`config.mk`:
```
export PLATFORM = sky130hd
export DESIGN_NAME = dot_ctrl
export DESIGN_NICKNAME = d
export VERILOG_FILES = /design/src/sv/dot_pkg.sv /design/src/sv/dot_ctrl.sv
export SDC_FILE = /design/constraint.sdc
export NUM_CORES = 1
export LEC_CHECK = 0
export BUFFER_PORTS_ARGS = -buffer_cell sky130_fd_sc_hd__buf_2
export CAP_MARGIN = 20
export CORE_AREA = 2 2 39 41
export CTS_BUF_LIST = sky130_fd_sc_hd__clkbuf_4
export CTS_CLUSTER_SIZE = 12
export DETAILED_ROUTE_END_ITERATION = 6
export DIE_AREA = 0 0 41 43
export GPL_TIMING_DRIVEN = 0
export HOLD_SLACK_MARGIN = 0.06
export PLACE_DENSITY = 0.35
export SYNTH_ARGS = -nofsm -noshare
export SYNTH_HDL_FRONTEND = slang
export SYNTH_SLANG_ARGS = --single-unit
```
`constraint.sdc`:
```
create_clock -name clk_i -period 1.5 [get_ports clk_i]
set_clock_uncertainty 0.15 [all_clocks]
set_input_delay 0.3 -clock clk_i [delete_from_list [all_inputs] [get_ports clk_i]]
set_output_delay 0.3 -clock clk_i [all_outputs]
set_load 0.02 [all_outputs]
```
`src/sv/dot_pkg.sv`:
```
// Shared types and constants for the dirty offset tracker.
`default_nettype none
package dot_pkg;

  localparam int unsigned ENTITIES  = 2048;
  localparam int unsigned ENT_IDX_W = 11;
  localparam int unsigned IN_OFF_W  = 16;
  localparam int unsigned SERIAL_W  = 16;
  localparam int unsigned OUTCOME_W = 3;
  localparam int unsigned COUNT_W   = 5;

  typedef enum logic [1:0] {
    ACT_MARK  = 2'd0,
    ACT_ROUND = 2'd1,
    ACT_CLEAR = 2'd2,
    ACT_NOP   = 2'd3
  } action_e;

  typedef enum logic [OUTCOME_W-1:0] {
    OUT_ALREADY_FULL = 3'd0,
    OUT_DUPLICATE    = 3'd1,
    OUT_APPENDED     = 3'd2,
    OUT_REC_OVERFLOW = 3'd3,
    OUT_NEW_RECORD   = 3'd4,
    OUT_POOL_FULL    = 3'd5,
    OUT_OTHER_DONE   = 3'd6
  } outcome_e;

  typedef enum logic [1:0] {
    ST_CLEAR,
    ST_IDLE,
    ST_ENT,
    ST_EXEC
  } state_e;

  // Controller to datapath.
  typedef struct packed {
    logic clr;     // write one zero entity row of the reset sweep
    logic load;    // capture the item and read its entity row
    logic rd_rec;  // read the record row named by the entity row
    logic commit;  // write back and load the result register
  } dot_cmd_t;

  // Datapath to controller.
  typedef struct packed {
    logic clr_last;  // last row of the reset sweep
    logic out_busy;  // result register full and not being taken
  } dot_status_t;

endpackage
`default_nettype wire

```
`src/sv/dot_ctrl.sv`:
```
// Controller state machine of the dirty offset tracker.
`default_nettype none
module dot_ctrl
  import dot_pkg::*;
(
  input  wire logic        clk_i,
  input  wire logic        rst_ni,
  input  wire logic        s_axis_tvalid,
  output logic             s_axis_tready,
  input  dot_status_t      status_i,
  output dot_cmd_t         cmd_o
);

  state_e state_q, state_d;

  always_ff @(posedge clk_i or negedge rst_ni) begin
    if (!rst_ni) begin
      state_q <= ST_CLEAR;
    end else begin
      state_q <= state_d;
    end
  end

  always_comb begin
    state_d       = state_q;
    cmd_o         = '0;
    s_axis_tready = 1'b0;
    unique case (state_q)
      ST_CLEAR: begin
        cmd_o.clr = 1'b1;
        if (status_i.clr_last) begin
          state_d = ST_IDLE;
        end
      end
      ST_IDLE: begin
        s_axis_tready = 1'b1;
        if (s_axis_tvalid) begin
          cmd_o.load = 1'b1;
          state_d    = ST_ENT;
        end
      end
      ST_ENT: begin
        cmd_o.rd_rec = 1'b1;
        state_d      = ST_EXEC;
      end
      ST_EXEC: begin
        if (!status_i.out_busy) begin
          cmd_o.commit = 1'b1;
          state_d      = ST_IDLE;
        end
      end
      default: state_d = ST_IDLE;
    endcase
  end

endmodule
`default_nettype wire

```
=== Yosys cells after proc, flatten, opt, wreduce, memory -nomap -nowiden ===
Cells that the tools add are included.

* Bits in registers: 2
* Latch bits: 0
* RAM bits: 0
* Memory bits (read-only): 0
* Input bits: 5
* Output and inout bits: 5
* Logic and storage cells: 20
* Memories: 0

* Add/subtract/negate cells: 0
* Multipliers: 0
* Divide/modulo/power cells: 0
* Magnitude comparators: 0
* Eq/ne operators: 6
* Shift operators: 0
* Multiplexer cells: 11
* Bitwise logic cells: 0
* Reduce and logical (&&, ||, !) cells: 2

{| class="wikitable"
|+ Operator list
! cell !! count
|-
| $pmux 2 s4 || 1
|-
| $mux 1 || 7
|-
| $mux 2 || 3
|-
| $ne 2x2->1 const B || 3
|-
| $eq 2x2->1 const B || 2
|-
| $reduce_and 3->1 || 1
|-
| $eq 2x1->1 const B || 1
|-
| $logic_not 2->1 || 1
|}

=== Depth between registers and ports, before layout ===
* Word-level depth: 3
* Depth in mapped cells: 5
* Gate-level depth less buffers: 5

=== Worst setup path after synthesis ===
No wires, ideal clock.

* Kind: reg-to-reg
* Start: reg state_q[1]
* End: reg state_q[1]
* Setup time: 0.128 ns
* Arrival: 1.388 ns
* Required time: 1.222 ns
* Setup slack: -0.166 ns
* Cell stages (with the launch flop): 6
* Buffers on the path: 0
* Clock period less this slack: 1.666 ns
* Cell sequence: dfrtp_1 -> inv_1 -> ha_1 -> inv_1 -> o221ai_2 -> mux2_1

* Word-level cells in the longest chain between the ends: 3
* Elaborated cells between the ends (all ways): 9
* Classes of those cells: eq/ne: 6; mux: 1; reduce/logical: 2

{| class="wikitable"
|+ Ends and longest elaborated chain
! what !! line !! text
|-
| start, declared || dot_ctrl.sv:14 || <nowiki>state_e state_q, state_d;</nowiki>
|-
| start signal, assigned || dot_ctrl.sv:20 || <nowiki>state_q <= state_d;</nowiki>
|-
| $eq 2x2->1 (tied with other cells) || dot_ctrl.sv:28 || <nowiki>unique case (state_q)</nowiki>
|-
| $ne 2x2->1 (no line) || - ||
|-
| $reduce_and 3->1 (no line) || - ||
|}

Parallel ways exist; a longest one is shown, timed or not.
A chain may end at the register's enable or synchronous reset.

==> run metrics <==
number of flip-flops under the largest register name=2; outcome=complete, but fails checks; dominant cell by count in the synthesized netlist=sky130_fd_sc_hd__ha_1; Synthesized Nets=27; vias in the first global route=168; number of ports placed on the die boundary=10; overall routing resource usage=0.0612; CTS sink cnt=2; Cells after Synth=17; Fmax achieved=635 MHz; largest registers=state_q: 2 flops; Final min period=1580 ps; half-perimeter wire length after placement=325 um; Layout Area Growth over Synthesis=101%; Final Max Slew Viols=0; fin area=roughly 360 um2; via count=~160; Clock Root Buffer=sky130_fd_sc_hd__clkbuf_4; placed cell count=42; max-capacitance violation count=0; Worst Tran Pin Value=198 ps; worst ir drop on vdd=between 0.0007 and 0.0008 V; startpoint class of the critical path=register; cells traversed along the worst timing path=inv_4 -> ha_4 -> and2_4 -> buf_6; Yosys top cell area share=0.347; share of final-layout standard cells stronger than drive strength 1=0.767; post-CTS setup buffer count=0; data arrival time at the worst-slack endpoint=about 1100 ps; setup repair after global routing missed its margin=true; #FFs+latches synth=2; number of gates on the worst path with buffers counted=4; Leakage=0.161 nW; gr ovfl total=0; first-pass GRT wire length=662 um; Critical Path Max Stage Delay=440 ps; Crit. Startpoint=state_q[1]$_DFFE_PN0P_; vias per cell=3.50; met3 wire length=between 50 and 60 um; total length of routed wires=397 um; capturing element type of the critical path=output pin; slowest stage cell, crit path=sky130_fd_sc_hd__dfrtp_2; Fin. Hold Viols=0; required time worst endpoint=1050 ps; IO Port Bufs=9; start of the worst register-to-register path=state_q[0]$_DFFE_PN0P_; Worst Path Class, Setup=reg2out; Cell Count, Final, Fillers Out=46; Routed wire per std cell=8.63 um; clock slew at the register clock pins of the worst setup and hold paths=around 30 ps; number of DRC markers after the initial detailed-route iteration=0; number of distinct library cell variants in the gate-level netlist after synthesis=9; synth warn=0; CTS H-Tree Depth=1; max-slew headroom at the worst pin=0.868; Setup Viol. Count Final=4; number of nets still failing antenna checks after routing=0; effective utilization at floorplan=0.130; violations in the final reports=setup timing; cell type contributing the most total cell area after synthesis=sky130_fd_sc_hd__ha_1; commonest register cell after synthesis=sky130_fd_sc_hd__dfrtp_1; maximum fanout encountered on the critical timing path=4; Pwr Density=2030 nW/um2; worst-skew pair later-pin latency=~220 ps; Synth async-reset ratio=1.00; buffers plus inverters on the worst setup path=2; Largest Register=state_q; number of iterations in the first detailed-routing pass=1; diode count=0; Mapped Area=180 um2; detailed-routed wire length on met2=between 200 and 250 um; worst setup slack after layout=-75.1 ps; total core area=~1400 um2; commonest cells in the netlist=5 x sky130_fd_sc_hd__ha_1, 4 x sky130_fd_sc_hd__inv_1, 2 x sky130_fd_sc_hd__dfrtp_1; worst hold-check path type=in2async; overall die height=43 um; die area=1760 um2; R2R depth=5; highest metal used=met3; Rows=14; leading post-synthesis cells by cell area=sky130_fd_sc_hd__ha_1 35%, sky130_fd_sc_hd__dfrtp_1 28%, sky130_fd_sc_hd__inv_1 8.3%; ratio of final minimum period to clock period=1.05; clock buffers created by TritonCTS=3; pin count of the biggest net entering global routing=5; placed cell area=roughly 270 um2; antenna violations before repair=0; average instance area after synthesis=10.6 um2; share of synthesized area occupied by flip-flops and latches=0.278; Worst path top cell family by delay=flip-flops; clock tree buffer depth=2; x dimension of the die=41 um; met1 wire length=between 100 and 150 um; number of flops mapped to enable cells by yosys=0; final-stage net count=42; TritonCTS clock tree=built; post-detailed-route DRC marker count=0; final weighted congestion of routability-driven global placement=around 0.58
-- worst reg2reg max path, delay by kind of cell, from the launching register on --
family	cells	cell delay, ps
AOI/OAI and AO/OA	1	160
adders and majority gates	1	130
buffers and inverters	2	170
DFF	1	450
muxes	1	340
-- per-stage QoR --
step	util	worst slack, ps	hold WS [ps]	power, mW	setup TNS (ps)
2_1_floorplan	-	-9.07	-146	0.425	-9.07
3_3_place_gp	0.195	-41.0	-65.7	0.492	-41.0
3_5_place_dp	0.195	-48.5	-62.9	0.497	-48.5
4_1_cts	0.242	-93.7	228	0.701	-251
5_1_grt	0.262	-131	239	0.825	-509
6_report	0.262	-75.1	239	0.735	-148
-- final cells by class --
cell class | count | area, um2
clock buffer | 3 | 22.5
fill | 153 | 1020
inverter | 4 | 17.5
multi-input combinational | 11 | 174
sequential | 2 | 52.6
tap | 16 | 20.0
timing repair buffer | 10 | 76.3
-- report_power, final --
part | switching, mW | internal (mW) | total [mW]
combinational | 0.233 | 0.239 | 0.471
clock | 0.0296 | 0.0882 | 0.118
sequential | 0.0571 | 0.0889 | 0.146
total | 0.319 | 0.416 | 0.735
-- final timing paths --
kind / endpoint / slack [ps]
setup / recovery: cmd_o[2] / -80
min in group clk_i: state_q[0]$_DFFE_PN0P_ / 330
setup reg to reg: state_q[1]$_DFFE_PN0P_ / -20
hold / removal: state_q[0]$_DFFE_PN0P_ / 240
max in group asynchronous: state_q[1]$_DFFE_PN0P_ / 850
hold reg to reg: state_q[1]$_DFFE_PN0P_ / 450
-- metal layers --
layer,global-route usage,vias to the layer above
li1,-,79
met1,0.0513,73
met2,0.103,9
met3,0.0157,0
met4,0.0600,0
met5,0,-
-- repair_timing --
item / in CTS / in global routing
resized for setup: 9 / 7
hold endpoints to repair: 2 / 0
pin swaps: 0 / 1
setup endpoints to repair: 6 / 6
hold buffers: 1 / 0
-- kinds of logic after synthesis --
group	Yosys count	synth area share
adder cells (fa/ha/maj)	5	0.347
flip-flops	2	0.278
AND/OR/NAND/NOR	3	0.0903
buffers and inverters	4	0.0833
AO/OA/AOI/OAI	1	0.0833
multiplexers	2	0.118
-- placed cells by master (no fill, tap or decap) --
cell type	instances
sky130_fd_sc_hd__and2_4	1
sky130_fd_sc_hd__buf_2	5
sky130_fd_sc_hd__buf_4	1
sky130_fd_sc_hd__buf_6	3
sky130_fd_sc_hd__clkbuf_4	3
sky130_fd_sc_hd__dfrtp_2	2
sky130_fd_sc_hd__dlygate4sd3_1	1
sky130_fd_sc_hd__ha_1	2
sky130_fd_sc_hd__ha_4	3
sky130_fd_sc_hd__inv_1	1
sky130_fd_sc_hd__inv_2	2
sky130_fd_sc_hd__inv_4	1
sky130_fd_sc_hd__mux2_1	1
sky130_fd_sc_hd__mux2i_1	1
sky130_fd_sc_hd__nand2_1	1
sky130_fd_sc_hd__nor2b_4	1
sky130_fd_sc_hd__o221ai_4	1
Note: power is estimated with default switching activity, not from simulation.
